$ cat src/rtl/core/rme_pkg.sv
// Shared types and constants of the rotation matrix to Euler angle unit.
package rme_pkg;

    localparam int TAB_LEN    = 24;
    localparam int IN_W       = 16;
    localparam int OP_W       = 18;
    localparam int ANG_W      = 15;
    localparam int ACC_W      = 32;
    localparam int SQ_W       = 32;
    localparam int ROOT_STEPS = 16;
    localparam int DEG_LIMIT  = 11520;

    // atan(2^-i) in degrees, scaled by 2^22, rounded to nearest
    localparam logic signed [ACC_W-1:0] ATAN_TAB [TAB_LEN] = '{
        32'sd188743680, 32'sd111421900, 32'sd58872272, 32'sd29884485,
        32'sd15000234,  32'sd7507429,   32'sd3754631,  32'sd1877430,
        32'sd938729,    32'sd469366,    32'sd234683,   32'sd117342,
        32'sd58671,     32'sd29335,     32'sd14668,    32'sd7334,
        32'sd3667,      32'sd1833,      32'sd917,      32'sd458,
        32'sd229,       32'sd115,       32'sd57,       32'sd29
    };

    // 90 degrees in accumulator units
    localparam logic signed [ACC_W-1:0] ACC_90 = 32'sd377487360;

    typedef struct packed {
        logic signed [IN_W-1:0] r00;
        logic signed [IN_W-1:0] r10;
        logic signed [IN_W-1:0] r20;
        logic signed [IN_W-1:0] r21;
        logic signed [IN_W-1:0] r22;
        logic signed [IN_W-1:0] r11;
        logic signed [IN_W-1:0] r12;
    } rme_mat_t;

endpackage

$ cat src/rtl/core/rme_cordic.sv
// Pipelined vectoring CORDIC atan2 with degree output in 1/64 degree.
module rme_cordic
    import rme_pkg::*;
#(
    parameter int STEPS = 16
)
(
    input  logic                    clk,
    input  logic                    rst_n,
    input  logic                    en,
    input  logic                    in_valid,
    input  logic signed [OP_W-1:0]  y_in,
    input  logic signed [OP_W-1:0]  x_in,
    output logic                    out_valid,
    output logic signed [ANG_W-1:0] angle
);

    localparam int N  = (STEPS > TAB_LEN) ? TAB_LEN : STEPS;
    localparam int CW = 38;

    logic                    v_reg   [N+1];
    logic                    z_reg   [N+1];
    logic signed [CW-1:0]    x_reg   [N+1];
    logic signed [CW-1:0]    y_reg   [N+1];
    logic signed [ACC_W-1:0] acc_reg [N+1];

    logic                    ov_reg;
    logic signed [ANG_W-1:0] ang_reg;

    // quadrant fold into x >= 0
    logic signed [OP_W-1:0]  px;
    logic signed [OP_W-1:0]  py;
    logic signed [ACC_W-1:0] pacc;

    always_comb
    begin
        px   = x_in;
        py   = y_in;
        pacc = '0;
        if (x_in < 0)
        begin
            if (y_in >= 0)
            begin
                px   = y_in;
                py   = -x_in;
                pacc = ACC_90;
            end
            else
            begin
                px   = -y_in;
                py   = x_in;
                pacc = -ACC_90;
            end
        end
    end

    always_ff @(posedge clk or negedge rst_n)
    begin
        if (!rst_n)
        begin
            v_reg[0] <= 1'b0;
        end
        else if (en)
        begin
            v_reg[0] <= in_valid;
        end
    end

    always_ff @(posedge clk)
    begin
        if (en)
        begin
            z_reg[0]   <= (x_in == 0) && (y_in == 0);
            x_reg[0]   <= {{(CW-OP_W-16){px[OP_W-1]}}, px, 16'b0};
            y_reg[0]   <= {{(CW-OP_W-16){py[OP_W-1]}}, py, 16'b0};
            acc_reg[0] <= pacc;
        end
    end

    // micro-rotations, one per stage
    for (genvar k = 1; k <= N; k++)
    begin : g_iter
        logic signed [CW-1:0] dx;
        logic signed [CW-1:0] dy;

        assign dx = y_reg[k-1] >>> (k - 1);
        assign dy = x_reg[k-1] >>> (k - 1);

        always_ff @(posedge clk or negedge rst_n)
        begin
            if (!rst_n)
            begin
                v_reg[k] <= 1'b0;
            end
            else if (en)
            begin
                v_reg[k] <= v_reg[k-1];
            end
        end

        always_ff @(posedge clk)
        begin
            if (en)
            begin
                z_reg[k] <= z_reg[k-1];
                if (y_reg[k-1] >= 0)
                begin
                    x_reg[k]   <= x_reg[k-1] + dx;
                    y_reg[k]   <= y_reg[k-1] - dy;
                    acc_reg[k] <= acc_reg[k-1] + ATAN_TAB[k-1];
                end
                else
                begin
                    x_reg[k]   <= x_reg[k-1] - dx;
                    y_reg[k]   <= y_reg[k-1] + dy;
                    acc_reg[k] <= acc_reg[k-1] - ATAN_TAB[k-1];
                end
            end
        end
    end

    // round to 1/64 degree and clamp
    logic signed [ACC_W:0]   rsum;
    logic signed [ACC_W-16:0] rq;
    logic signed [ANG_W-1:0] rnext;

    always_comb
    begin
        rsum = {acc_reg[N][ACC_W-1], acc_reg[N]} + (ACC_W+1)'(32768);
        rq   = rsum[ACC_W:16];
        if (z_reg[N])
        begin
            rnext = '0;
        end
        else if (rq > (ACC_W-15)'(DEG_LIMIT))
        begin
            rnext = ANG_W'(DEG_LIMIT);
        end
        else if (rq < -(ACC_W-15)'(DEG_LIMIT))
        begin
            rnext = -ANG_W'(DEG_LIMIT);
        end
        else
        begin
            rnext = rq[ANG_W-1:0];
        end
    end

    always_ff @(posedge clk or negedge rst_n)
    begin
        if (!rst_n)
        begin
            ov_reg <= 1'b0;
        end
        else if (en)
        begin
            ov_reg <= v_reg[N];
        end
    end

    always_ff @(posedge clk)
    begin
        if (en)
        begin
            ang_reg <= rnext;
        end
    end

    assign out_valid = ov_reg;
    assign angle     = ang_reg;

endmodule

$ cat config.mk
export PLATFORM = sky130hd
export DESIGN_NAME = rme_cordic
export DESIGN_NICKNAME = d
export VERILOG_FILES = /design/src/rtl/core/rme_pkg.sv /design/src/rtl/core/rme_cordic.sv
export SDC_FILE = /design/constraint.sdc
export NUM_CORES = 2
export LEC_CHECK = 0
export BUFFER_PORTS_ARGS = -buffer_cell sky130_fd_sc_hd__buf_2
export CORE_MARGIN = 5
export CORE_UTILIZATION = 55
export CTS_CLUSTER_SIZE = 28
export DETAILED_ROUTE_END_ITERATION = 10
export GPL_ROUTABILITY_DRIVEN = 0
export PLACE_DENSITY = 0.76
export REMOVE_ABC_BUFFERS = 1
export SETUP_SLACK_MARGIN = 0.15
export SYNTH_ARGS = -nofsm -noshare
export SYNTH_HDL_FRONTEND = slang
export SYNTH_SLANG_ARGS = --single-unit
$ cat constraint.sdc
create_clock -name clk -period 6.12 [get_ports clk]
set_clock_uncertainty 0.1 [all_clocks]
set_input_delay 0.612 -clock clk [delete_from_list [all_inputs] [get_ports clk]]
set_output_delay 0.612 -clock clk [all_outputs]
set_load 0.03 [all_outputs]
**Yosys cells after proc, flatten, opt, wreduce, memory -nomap -nowiden**

Memory sizes are Yosys's and may differ from the RTL's.
Cells that the tools add are included.

- Add/sub/neg operators: 98
- Multiply operators: 0
- Divide/modulo/power cells: 0
- Magnitude comparators: 20
- Eq/ne operators: 0
- Shift-type cells: 0
- Muxes and demuxes: 154
- Bitwise logic cells: 48
- Reductions and logical operators: 5

Operators with widths:

| kind | count |
|---|---|
| 38-bit 2-to-1 mux | 32 |
| 38-bit by 1-bit >= comparator with 1-bit output, second input constant | 16 |
| 32-bit 2-to-1 mux | 18 |
| 1-bit 2-to-1 mux | 98 |
| 38-bit by 23-bit adder with 38-bit output | 2 |
| 38-bit by 24-bit adder with 38-bit output | 2 |
| 38-bit by 25-bit adder with 38-bit output | 2 |
| 38-bit by 26-bit adder with 38-bit output | 2 |
| 38-bit by 27-bit adder with 38-bit output | 2 |
| 38-bit by 28-bit adder with 38-bit output | 2 |
| 38-bit by 29-bit adder with 38-bit output | 2 |
| 38-bit by 30-bit adder with 38-bit output | 2 |
| 38-bit by 31-bit adder with 38-bit output | 2 |
| 38-bit by 32-bit adder with 38-bit output | 2 |
| 38-bit by 33-bit adder with 38-bit output | 2 |
| 38-bit by 34-bit adder with 38-bit output | 2 |
| 38-bit by 35-bit adder with 38-bit output | 2 |
| 38-bit by 36-bit adder with 38-bit output | 2 |
| 38-bit by 37-bit adder with 38-bit output | 2 |
| 38-bit by 23-bit subtractor with 38-bit output | 2 |
| 38-bit by 24-bit subtractor with 38-bit output | 2 |
| 38-bit by 25-bit subtractor with 38-bit output | 2 |
| 38-bit by 26-bit subtractor with 38-bit output | 2 |
| 38-bit by 27-bit subtractor with 38-bit output | 2 |
| other kinds (58) | 121 |

- Bits in registers: 33
- Bits in latches: 0
- Memory bits (writable): 1,853
- Bits in read-only memories: 0
- Input port bits: 40
- Output and inout bits: 16
- Logic and storage cells: 350
- Memories: 4

Memories:

| name | depth | bits a word | rd ports | clocked after memory_dff | wr ports | line | source |
|---|---|---|---|---|---|---|---|
| x_reg | 17 | 38 | 16 | 0 | 17 | rme_cordic.sv:23 | `logic signed [CW-1:0] x_reg [N+1];` |
| y_reg | 17 | 38 | 16 | 0 | 17 | rme_cordic.sv:24 | `logic signed [CW-1:0] y_reg [N+1];` |
| acc_reg | 17 | 32 | 17 | 0 | 17 | rme_cordic.sv:25 | `logic signed [ACC_W-1:0] acc_reg [N+1];` |
| z_reg | 17 | 1 | 17 | 0 | 17 | rme_cordic.sv:22 | `logic z_reg [N+1];` |

**Longest topological paths before layout**

An unclocked memory read counts as a cell.

- Depth in word-level cells: 6
- Depth in mapped cells: 24

**Worst setup path before layout**

No wires, ideal clock.

- Path type: input -> register
- Start point: input en
- End point: memory y_reg[10][34] (data pin)
- Library setup time: 0.258 ns
- Data arrival time: 5.552 ns
- Data required time: 5.762 ns
- Path slack: 0.210 ns
- Stages on the path: 23
- Path buffers: 6
- Cells stage by stage: buf_2 -> clkbuf_1 -> clkbuf_1 -> clkbuf_1 -> nand2_1 -> inv_1 -> clkbuf_1 -> clkbuf_1 -> nor2_1 -> xor2_1 -> ha_1 -> nor2b_1 -> o21ai_0 -> a21oi_1 -> o211a_1 -> nor4_1 -> o21ai_0 -> a211o_1 -> o31a_1 -> a211oi_1 -> o21ai_0 -> a21oi_1 -> xnor2_1

RTL lines:

| element | line | source |
|---|---|---|
| start: declaration | rme_cordic.sv:10 | `input logic en,` |
| end: declaration | rme_cordic.sv:24 |  |

==> results_dict.tcl <==
set metrics [dict create \
    clkSlewWorstSetupHoldPaths_ns 0.06 \
    cap_violations 0 \
    crit_path_end "y_reg[5][36]$_DFFE_PP_" \
    relSlewSlack_pct 14.3 \
    rsz0062_at_grt "no" \
    cp.arrival_ns 6.03 \
    setup_slack_ns 0.563 \
    cts_sinks 1448 \
    required_ns 6.59 \
    path_class "flop to flop" \
    worst_pin_slew_ns 1.27 \
    synth-main-ff-cell "edfxtp_1" \
    async_reset_ff_share_pct 1.24 \
    dr.first_iter.drc_count 6954 \
    grt_max_degree 189 \
    clk_latency_ns 0.83 \
    syn_avg_cell_area_sq_um 9.49 \
    die-width_um 482 \
    synth_warnings 0 \
    status "finished clean" \
    utilization_pct 59.4 \
    grt_overflow 0 \
    tritoncts "done" \
    num_io_pins 56 \
    cp-start-kind "flop" \
    die-height_um 482 \
    grt.total_usage_pct 23.9 \
    hold_viol_final 0 \
    fill_cells 18748 \
    setup_tns_ns 0 \
    yosysTopAreaCell "edfxtp_1" \
    io_buffers 55 \
    finalWirelength_mm 285 \
    startpoint "y_reg[4][10]$_DFFE_PP_" \
    synth_area_sq_um 123000 \
    cts-buffers-inserted 165 \
    rrSetupSlack_ns 0.56 \
    rr_startpoint "y_reg[4][10]$_DFFE_PP_" \
    crit_path_max_fanout 7 \
    synth.area.top_cells "edfxtp_1 35%, ha_1 14%, xnor2_1 8.5%" \
    layout.nets 14510 \
    synth_cell_types 98 \
    synth-seq-cells 1448 \
    grt_pass1_wl_mm 462 \
    clock_path_buffers 3 \
    synthCells 12928 \
    post-route-period-util_pct 90.8 \
    place_hpwl_mm 223 \
    vias_per_cell 5.97 \
    fp.coreArea_sq_um 222000 \
    pre_cts_slack_ns 0.478 \
    area_delta_synth_final_pct 7.63 \
    cts_max_level 4 \
    vias 96390 \
    fin_crit_ns 5.56 \
    hold_ws_ns 0.0632 \
    grt_pass1_vias 92184 \
    rows 173 \
    rr_endpoint "y_reg[5][36]$_DFFE_PP_" \
    root_buffer "clkbuf_16" \
    drc 0 \
    finalMaxSlewViolations 0 \
    setup_viol 0 \
    final_antenna_net_count 0 \
    detail_route.wl_per_cell_um 17.6 \
    worstSetupEndpointType "flop" \
    first_pass_iters 6 \
    reg2reg_depth 18 \
    largest_register_ffs 488 \
    die_area_sq_um 233000 \
    antenna_found_initial 2 \
    yosysSeqAreaShare_pct 35.4 \
    synth_edf_count 1430 \
    max_freq_mhz 180 \
    netlist.area_leader.share_pct 35.0 \
    initial_core_util_pct 55.2 \
    hp-class "input port to flop" \
    drive_above_1_share_pct 4.33 \
]
==> synth_stat cells, types with 202 or more instances <==
cell type  number
o21ai_0       806
a21oi_1      1320
nand2b_1      225
nand3_1       213
a21o_1        536
xnor2_1      1184
nor3_1        280
o21a_1        202
nor2_1       1055
inv_1         556
xor2_1        673
ha_1         1391
edfxtp_1     1430
nand2_1       808
==> cell usage in the layout, fill, tap and decap left out, types with 29 or more instances in the layout <==
cell,instances
nand2_1,806
buf_4,100
o21bai_1,154
xor2_1,673
or2_2,50
and3_1,96
o31a_1,40
o21a_1,202
o31ai_1,158
inv_1,553
nand3_1,213
o41ai_1,78
nor4_1,87
xnor2_1,1184
a31o_2,32
and2_1,81
clkbuf_16,167
a21boi_0,46
clkinv_2,29
a211oi_1,101
ha_1,1391
mux2i_1,33
nor3_1,280
clkbuf_1,34
or3_1,99
mux2_2,33
nand2b_1,225
nor2_1,1055
a21oi_1,1320
buf_2,54
a21o_1,536
o21ai_0,806
nand4_1,81
fa_1,38
or4_1,52
o211ai_1,41
nand3b_1,29
edfxtp_1,1430
a31oi_1,109
nor2b_1,180
==> area by class of cell <==
class                           count  area (sq um)  area share [%]
Antenna cell                        1          2.50         0.00190
Clock buffer                      203          4330            3.28
Clock inverter                     97           911           0.690
Inverter                          562          2110            1.60
Multi-Input combinational cell  10699         76300            57.8
Sequential cell                  1448         43400            32.9
Tap cell                         2975          3720            2.82
Timing Repair Buffer              165          1210           0.917
==> worst max-delay path, cell delays in order, from the launching register on <==
cell and delay, ns:
edfxtp_1 0.49, inv_1 0.20, ha_1 0.20, nand2_1 0.09, or3_1 0.34, or2_2 0.33
or3_1 0.38, or4_1 0.48, nor2_1 0.27, nor2_1 0.09, xor2_1 0.17, ha_1 0.23
or4_1 0.53, o21a_1 0.20, a41o_1 0.28, o41a_1 0.37, a221o_1 0.30, a21oi_1 0.18
xnor2_1 0.09
==> cells by family after synthesis <==
family	count (synthesis)	share of synthesized area (%)
AND/OR/NAND/NOR	3422	13.4
buffers and inverters	781	2.40
flip-flops	1448	35.4
XOR/XNOR	1857	13.3
multiplexers	66	0.572
adder cells (fa/ha/maj)	1429	14.8
AO/OA/AOI/OAI	3925	20.2
==> per-stage QoR <==
step,area [sq um],std cells
floorplan,122000,12709
detailed placement,127000,15846
global placement,127000,15846
finish,132000,16150
global route,132000,16150
CTS,132000,16149
==> per-layer routing <==
metal	global-route usage, %	vias to the layer above	wire [um]
met4	10.5	0	13500
li1	-	48079	-
met2	43.5	2499	143000
met1	28.4	45052	116000
met3	2.75	760	12700
met5	0	-	0
==> timing repair <==
item	4_1_cts	5_1_grt
endpoints found under the hold margin	20	0
setup buffers	0	0
setup endpoints to repair	0	2
resized for setup	0	2
hold buffers	3	0
==> worst min-delay path by stage <==
| stage | from | end | cells after the start |
|---|---|---|---|
| after global routing | y_in[15] | y_reg[0][31]$_DFFE_PP_ | 2 |
| after detailed placement | acc_reg[14][1]$_DFFE_PP_ | acc_reg[15][1]$_DFFE_PP_ | 0 |
| after CTS | x_in[9] | x_reg[0][25]$_DFFE_PP_ | 3 |
| final | y_in[15] | y_reg[0][31]$_DFFE_PP_ | 2 |
| after floorplan | rst_n | out_valid$_DFFE_PN0P_ | 0 |
| after global placement | z_reg[7]$_DFFE_PP_ | z_reg[8]$_DFFE_PP_ | 0 |
Power is left out: the tool's default activity adds up to more than one toggle a clock period on the data nets, which glitch-free logic cannot reach.
