## src/rtl/core/rme_pkg.sv

```systemverilog
// Shared types and constants of the rotation matrix to Euler angle unit.
package rme_pkg;

    localparam int TAB_LEN    = 24;
    localparam int IN_W       = 16;
    localparam int OP_W       = 18;
    localparam int ANG_W      = 15;
    localparam int ACC_W      = 32;
    localparam int SQ_W       = 32;
    localparam int ROOT_STEPS = 16;
    localparam int DEG_LIMIT  = 11520;

    // atan(2^-i) in degrees, scaled by 2^22, rounded to nearest
    localparam logic signed [ACC_W-1:0] ATAN_TAB [TAB_LEN] = '{
        32'sd188743680, 32'sd111421900, 32'sd58872272, 32'sd29884485,
        32'sd15000234,  32'sd7507429,   32'sd3754631,  32'sd1877430,
        32'sd938729,    32'sd469366,    32'sd234683,   32'sd117342,
        32'sd58671,     32'sd29335,     32'sd14668,    32'sd7334,
        32'sd3667,      32'sd1833,      32'sd917,      32'sd458,
        32'sd229,       32'sd115,       32'sd57,       32'sd29
    };

    // 90 degrees in accumulator units
    localparam logic signed [ACC_W-1:0] ACC_90 = 32'sd377487360;

    typedef struct packed {
        logic signed [IN_W-1:0] r00;
        logic signed [IN_W-1:0] r10;
        logic signed [IN_W-1:0] r20;
        logic signed [IN_W-1:0] r21;
        logic signed [IN_W-1:0] r22;
        logic signed [IN_W-1:0] r11;
        logic signed [IN_W-1:0] r12;
    } rme_mat_t;

endpackage

```

## src/rtl/core/rme_sqrt.sv

```systemverilog
// Pipelined sy = isqrt(r00^2 + r10^2), one result bit per stage, matrix carried along.
module rme_sqrt
    import rme_pkg::*;
(
    input  logic                  clk,
    input  logic                  rst_n,
    input  logic                  en,
    input  logic                  in_valid,
    input  rme_mat_t              mat_in,
    output logic                  out_valid,
    output rme_mat_t              mat_out,
    output logic [ROOT_STEPS-1:0] sy
);

    logic                 sq_v_reg;
    logic signed [31:0]   sq_a_reg;
    logic signed [31:0]   sq_b_reg;
    rme_mat_t             sq_m_reg;

    logic                 sum_v_reg;
    logic [SQ_W-1:0]      sum_reg;
    rme_mat_t             sum_m_reg;

    logic                 rv_reg  [ROOT_STEPS];
    logic [SQ_W-1:0]      rem_reg [ROOT_STEPS];
    logic [SQ_W-1:0]      res_reg [ROOT_STEPS];
    rme_mat_t             rm_reg  [ROOT_STEPS];

    // square both column entries
    always_ff @(posedge clk or negedge rst_n)
    begin
        if (!rst_n)
        begin
            sq_v_reg <= 1'b0;
        end
        else if (en)
        begin
            sq_v_reg <= in_valid;
        end
    end

    always_ff @(posedge clk)
    begin
        if (en)
        begin
            sq_a_reg <= mat_in.r00 * mat_in.r00;
            sq_b_reg <= mat_in.r10 * mat_in.r10;
            sq_m_reg <= mat_in;
        end
    end

    // add the squares
    always_ff @(posedge clk or negedge rst_n)
    begin
        if (!rst_n)
        begin
            sum_v_reg <= 1'b0;
        end
        else if (en)
        begin
            sum_v_reg <= sq_v_reg;
        end
    end

    always_ff @(posedge clk)
    begin
        if (en)
        begin
            sum_reg   <= SQ_W'(sq_a_reg[30:0]) + SQ_W'(sq_b_reg[30:0]);
            sum_m_reg <= sq_m_reg;
        end
    end

    // one root bit per stage
    for (genvar k = 0; k < ROOT_STEPS; k++)
    begin : g_root
        localparam logic [SQ_W-1:0] BIT = SQ_W'(1) << (30 - 2 * k);
        logic            v_in;
        logic [SQ_W-1:0] rem_in;
        logic [SQ_W-1:0] res_in;
        rme_mat_t        m_in;
        logic [SQ_W-1:0] trial;

        if (k == 0)
        begin : g_first
            assign v_in   = sum_v_reg;
            assign rem_in = sum_reg;
            assign res_in = '0;
            assign m_in   = sum_m_reg;
        end
        else
        begin : g_next
            assign v_in   = rv_reg[k-1];
            assign rem_in = rem_reg[k-1];
            assign res_in = res_reg[k-1];
            assign m_in   = rm_reg[k-1];
        end

        assign trial = res_in + BIT;

        always_ff @(posedge clk or negedge rst_n)
        begin
            if (!rst_n)
            begin
                rv_reg[k] <= 1'b0;
            end
            else if (en)
            begin
                rv_reg[k] <= v_in;
            end
        end

        always_ff @(posedge clk)
        begin
            if (en)
            begin
                rm_reg[k] <= m_in;
                if (rem_in >= trial)
                begin
                    rem_reg[k] <= rem_in - trial;
                    res_reg[k] <= (res_in >> 1) + BIT;
                end
                else
                begin
                    rem_reg[k] <= rem_in;
                    res_reg[k] <= res_in >> 1;
                end
            end
        end
    end

    assign out_valid = rv_reg[ROOT_STEPS-1];
    assign mat_out   = rm_reg[ROOT_STEPS-1];
    assign sy        = res_reg[ROOT_STEPS-1][ROOT_STEPS-1:0];

endmodule

```

## config.mk

```make
export PLATFORM = sky130hd
export DESIGN_NAME = rme_sqrt
export DESIGN_NICKNAME = d
export VERILOG_FILES = /design/src/rtl/core/rme_pkg.sv /design/src/rtl/core/rme_sqrt.sv
export SDC_FILE = /design/constraint.sdc
export NUM_CORES = 2
export LEC_CHECK = 0
export BUFFER_PORTS_ARGS = -buffer_cell sky130_fd_sc_hd__buf_4
export CAP_MARGIN = 10
export CORE_UTILIZATION = 55
export CTS_CLUSTER_SIZE = 30
export DETAILED_ROUTE_END_ITERATION = 10
export GPL_TIMING_DRIVEN = 1
export PLACE_DENSITY = 0.75
export SLEW_MARGIN = 15
export SYNTH_ARGS = -nofsm -noshare
export SYNTH_HDL_FRONTEND = slang
export SYNTH_SLANG_ARGS = --single-unit
```

## constraint.sdc

```tcl
create_clock -name clk -period 4.2 [get_ports clk]
set_input_delay 0.21 -clock clk [delete_from_list [all_inputs] [get_ports clk]]
set_output_delay 0.21 -clock clk [all_outputs]
set_load 0.03 [all_outputs]
```

# Yosys cells after proc, flatten, opt, wreduce, memory -nomap -nowiden

Memories as Yosys holds them, arrays and structs flattened.
Cells that the tools add are included.

Add/sub/neg operators: 47
Muxes and demuxes: 130
Bitwise logic cells: 32
Order comparisons: 16
Multiply operators: 2

Operator list:

| operator                                                         | count |
|---|---|
| 32-bit 2-to-1 mux                                                | 32 |
| 32-bit greater-or-equal comparator                               | 15 |
| 32-bit subtractor                                                | 15 |
| 1-bit 2-to-1 mux                                                 | 98 |
| 16-bit by 16-bit multiplier with 31-bit output                   | 2 |
| 31-bit by 1-bit adder with 32-bit output, second input constant  | 1 |
| 31-bit by 11-bit adder with 32-bit output, second input constant | 1 |
| 31-bit by 13-bit adder with 32-bit output, second input constant | 1 |
| 31-bit by 15-bit adder with 32-bit output, second input constant | 1 |
| 31-bit by 17-bit adder with 32-bit output, second input constant | 1 |
| 31-bit by 19-bit adder with 32-bit output, second input constant | 1 |
| 31-bit by 21-bit adder with 32-bit output, second input constant | 1 |
| 31-bit by 23-bit adder with 32-bit output, second input constant | 1 |
| 31-bit by 25-bit adder with 32-bit output, second input constant | 1 |
| 31-bit by 27-bit adder with 32-bit output, second input constant | 1 |
| 31-bit by 29-bit adder with 32-bit output, second input constant | 1 |
| 31-bit by 3-bit adder with 32-bit output, second input constant  | 1 |
| 31-bit by 31-bit adder with 32-bit output                        | 1 |
| 31-bit by 5-bit adder with 32-bit output, second input constant  | 1 |
| 31-bit by 7-bit adder with 32-bit output, second input constant  | 1 |
| 31-bit by 9-bit adder with 32-bit output, second input constant  | 1 |
| 32-bit by 1-bit adder with 32-bit output, second input constant  | 1 |
| 32-bit by 11-bit adder with 32-bit output, second input constant | 1 |
| 32-bit by 13-bit adder with 32-bit output, second input constant | 1 |
| other kinds (15)                                                 | 46 |

Memory bits (writable): 2816
Input bits: 116
Logic and storage cells: 265
Memories kept: 3
Flip-flop bits (word level): 336

Memory list:

| name    | depth | bits a word | rd ports | clocked after Yosys merged registers in | write ports | line           | RTL |
|---|---|---|---|---|---|---|---|
| rm_reg  | 16    | 112         | 16       | 0                                       | 16          | rme_sqrt.sv:27 | `rme_mat_t rm_reg [ROOT_STEPS];` |
| rem_reg | 16    | 32          | 15       | 0                                       | 16          | rme_sqrt.sv:25 | `logic [SQ_W-1:0] rem_reg [ROOT_STEPS];` |
| res_reg | 16    | 32          | 16       | 0                                       | 16          | rme_sqrt.sv:26 | `logic [SQ_W-1:0] res_reg [ROOT_STEPS];` |

# Longest topological paths before layout

An unclocked memory read counts as a cell.

Depth after elaboration: 7
Depth in mapped cells: 26
Depth with buffers taken out: 24

# Worst setup path after synthesis

OpenSTA, ideal clock, no wires.

Path kind: input to register
From: in mat_in[95] (netlist bit)
To: reg sq_b_reg[30] (data pin)
Cell stages on the path: 24
Library setup time: 0.260 ns
Arrival time: 5.988 ns
Slack: -2.048 ns
Data required time: 3.940 ns
Cells stage by stage: clkbuf_1 -> inv_1 -> clkbuf_1 -> nor2_1 -> fa_1 -> inv_1 -> fa_1 -> inv_1 -> fa_1 -> fa_1 -> fa_1 -> inv_1 -> fa_1 -> inv_1 -> ha_1 -> clkbuf_1 -> nand2_1 -> nor3_1 -> nor2b_1 -> a41oi_1 -> a31oi_1 -> a211o_1 -> a21oi_1 -> xnor2_1

Cells in the longest elaborated chain, start to end: 1

Ends and longest elaborated chain:

| item                                           | line           | RTL |
|---|---|---|
| start, declared                                | rme_sqrt.sv:9  | `input rme_mat_t mat_in,` |
| 16-bit by 16-bit multiplier with 31-bit output | rme_sqrt.sv:47 | `sq_b_reg <= mat_in.r10 * mat_in.r10;` |
| end signal, assigned                           | rme_sqrt.sv:47 |  |
| end, declared                                  | rme_sqrt.sv:17 | `logic signed [31:0] sq_b_reg;` |

Every way passes these cells.
A chain may end at the register's enable or synchronous reset.

# Worst setup path after layout

From: in mat_in[101] (netlist bit)
To: reg sq_a_reg[29] (data pin)

Cells in the longest elaborated chain, start to end: 1

Ends and longest elaborated chain:

| item                                           | line           | RTL |
|---|---|---|
| 16-bit by 16-bit multiplier with 31-bit output | rme_sqrt.sv:46 | `sq_a_reg <= mat_in.r00 * mat_in.r00;` |
| end signal, assigned                           | rme_sqrt.sv:46 |  |
| end, declared                                  | rme_sqrt.sv:16 | `logic signed [31:0] sq_a_reg;` |

Every way passes these cells.

==> run summary <==
Post-route minimum period -> 4.86 ns
Drt pass-1 iters -> 6
Final core utilization -> 0.663
Placer congestion estimate -> 0.891
Final worst slack -> -0.662 ns
CP Buf/Inv Count -> 8
Post-DP HPWL -> 123000 µm
Pwr Total -> 107000 µW
Min-delay worst type -> primary input to flop
Commonest cells after routing, fill and taps aside -> edfxtp_1, inv_1, buf_4, fa_1, ha_1
Setup CP Type -> primary input to flop
Worst Path Required -> 4.82 ns
CORE AREA -> 0.200 mm²
Pwr per Cell Area -> 809 mW/mm²
Routed WL -> 200000 µm
Status -> finished with violations
Die Ht -> 452 µm
Initial antenna violation count -> 1
R2r endpoint -> rem_reg[1][88]$_DFFE_PP_
Max reg flops -> 1792
TritonCTS clock tree -> built
Hold_sp -> mat_in[62]
Post-synth top area cell -> edfxtp_1
RSZ-0062 raised after global routing -> true
Initial DRC Count -> 3553
Max Freq -> 206 MHz
DR DRC count -> 0
Die width -> 452 µm
Period utilization -> 1.16
Clock sinks -> 2740
Antenna-violating nets left -> 0
Final setup viols -> 33
Largest net degree at the start of global routing -> 225
Critical path peak fanout -> 7
Clk slew on worst S/H paths -> 0.07 ns
Post-synth EDFFs -> 2722
Cell Area, Synth -> 0.111 mm²
Mux contribution to synthesized area -> 0.00346
Hold_ws -> 0.0859 ns
Async SR Flop Fraction -> 0.00657
Average wire per standard cell -> 19.2 µm
Critical path's most frequent cell -> fa_1
Reg2reg setup slack -> 0.42 ns
Worst vdd ir -> 1560 µV
Total nets after synthesis -> 7372
Largest family of logic cells by synthesized area -> adder cells
Kind of end point of the critical path -> flop
Clock buffer count from CTS -> 285
DIE AREA -> 0.204 mm²
Slew HR -> 0.247
Fin area -> 0.133 mm²
Mapped Cells -> 6443
Vias -> 53400
Post-synth top area share -> 0.735
Crit path cell chain -> buf_12, and2_4, buf_6, buf_6, fa_1, inv_2, fa_2, fa_1, inv_1, fa_1, fa_1, inv_1, fa_1, inv_2, ha_4, a21o_1, a21oi_2, a21oi_2, o21ai_2, nand2_2, o221ai_4, o31ai_4, buf_4, a311o_1
Max Buffers Root-to-Sink -> 4
Worst R2R Start -> rem_reg[1][53]$_DFFE_PP_
Initial Util -> 0.555
Synth Area in XOR/XNOR -> 0.0242
GRT Resource Usage Total -> 0.198
Synth top area cells -> edfxtp_1, fa_1, ha_1
Post-synthesis sequential area ratio -> 0.739
Violated checks -> negative setup slack
Synth Area in Simple Gates -> 0.0469
H-tree levels -> 5
Vias in the first global route -> 57500
Hold Path End -> sq_m_reg[62]$_DFFE_PP_
Post-Synth Adder-Cell Area -> 0.123
Worst Hold Path Cells -> 2
Top delay family on crit path -> adder cells
Global route overflow -> 0
Most common cell after layout, fill and taps aside -> edfxtp_1
Static Leak -> 0.0513 µW
Max Cap Violations -> 0
Avg Inst Size Synth -> 17.3 µm²
Port buffer count -> 244
Critical Path Max Stage Delay -> 0.52 ns
Post-Route Setup TNS -> -14.01 ns
CP max-delay cell -> fa_2
Root Buffer -> clkbuf_16
Slew of the pin with the lowest slew margin -> 1.13 ns
Flops & latches, synth -> 2740
Worst Skew -> 0.0832 ns
First-pass GRT wire length -> 311000 µm
Yosys cell types -> 79
Vias per inst -> 5.13
Synth Flop Type -> edfxtp_1
DP Area -> 0.120 mm²
Final hold vios -> 0
Synthesis-to-layout area growth -> 19.5%
Clock latency at the later pin of the worst-skew pair -> 0.93 ns
Share of cells above drive strength 1 -> 0.199
Final net count -> 8493
Count of pins over their slew limit -> 0
Boundary Pins -> 245
Worst Reg-to-Reg Cells -> 9
Startpoint Class -> primary input
Crit path DAT -> 5.48 ns
Complex-gate fraction of the synthesized area -> 0.0318
Row cnt -> 164
Yosys warns -> 0
cells by family after synthesis:
logic type,after synthesis
buf+inv,940
compound gates,561
simple gates,1048
xor+xnor,307
fa+ha+maj,813
mux,34
flops,2740
what timing repair did:
action | in CTS | in global routing
pin swaps | 139 | 124
hold buffers | 189 | 0
hold endpoints to repair | 203 | 0
gates resized for setup | 210 | 120
gates cloned | 1 | 1
buffers inserted | 25 | 38
setup endpoints to repair | 34 | 35
how the worst max path moves through the flow:
stage / from / to / slack [ns] / cells after the start
detailed placement: mat_in[105] / sq_a_reg[30]$_DFFE_PP_ / -1.73 / 23
floorplan: mat_in[95] / sq_b_reg[30]$_DFFE_PP_ / -1.45 / 24
global placement: mat_in[105] / sq_a_reg[30]$_DFFE_PP_ / -1.65 / 23
finish: mat_in[101] / sq_a_reg[29]$_DFFE_PP_ / -0.66 / 24
CTS: mat_in[111] / sq_a_reg[28]$_DFFE_PP_ / -0.58 / 22
global route: mat_in[111] / sq_a_reg[26]$_DFFE_PP_ / -0.83 / 22
cell type report:
cell class / instances / area [µm²]
Antenna cell: 1 / 2.50
Clock buffer: 340 / 7410
Clock inverter: 146 / 1450
Fill cell: 13300 / 67400
Inverter: 848 / 3230
Multi-Input combinational cell: 2763 / 27000
Sequential cell: 2740 / 82200
Tap cell: 2656 / 3320
Timing Repair Buffer: 926 / 8210
stage by stage:
stage          setup slack (ns)  cells
3_5_place_dp              -1.73   9687
6_report                 -0.662  10400
4_1_cts                  -0.575  10400
3_3_place_gp              -1.65   9687
5_1_grt                  -0.830  10400
2_1_floorplan             -1.45   6443
worst register-to-register path, delay by kind of cell, from the launching register on:
kind | cells | cell delay [ns]
XOR/XNOR | 1 | 0.15
flip-flops | 1 | 0.43
adder cells (fa/ha/maj) | 1 | 0.27
AO/OA/AOI/OAI | 2 | 0.78
AND/OR/NAND/NOR | 5 | 1.89
where the power goes:
| group | internal (µW) | total (µW) | switching [µW] |
|---|---|---|---|
| Combinational | 23700 | 47000 | 23300 |
| Clock | 14200 | 24300 | 10100 |
| Sequential | 34700 | 36100 | 1370 |
| Total | 72600 | 107000 | 34800 |
cells in the mapped netlist (39+ instances only):
cell type	count
a21o_1	73
a21oi_1	148
and2_1	67
clkbuf_1	88
edfxtp_1	2722
fa_1	459
ha_1	354
inv_1	846
nand2_1	321
nand2b_1	40
nand3_1	39
nor2_1	236
nor3_1	74
nor4_1	60
o21a_1	40
o21ai_0	156
xnor2_1	178
xor2_1	129
metal layers:
layer	track usage	wire, µm	vias to the layer above
met5	0	0	-
met4	0.0830	8120	0
met3	0.0284	6570	430
met2	0.376	110000	1063
met1	0.221	74700	26600
li1	-	-	25300
No activity file was read; power rests on OpenSTA's default activity.
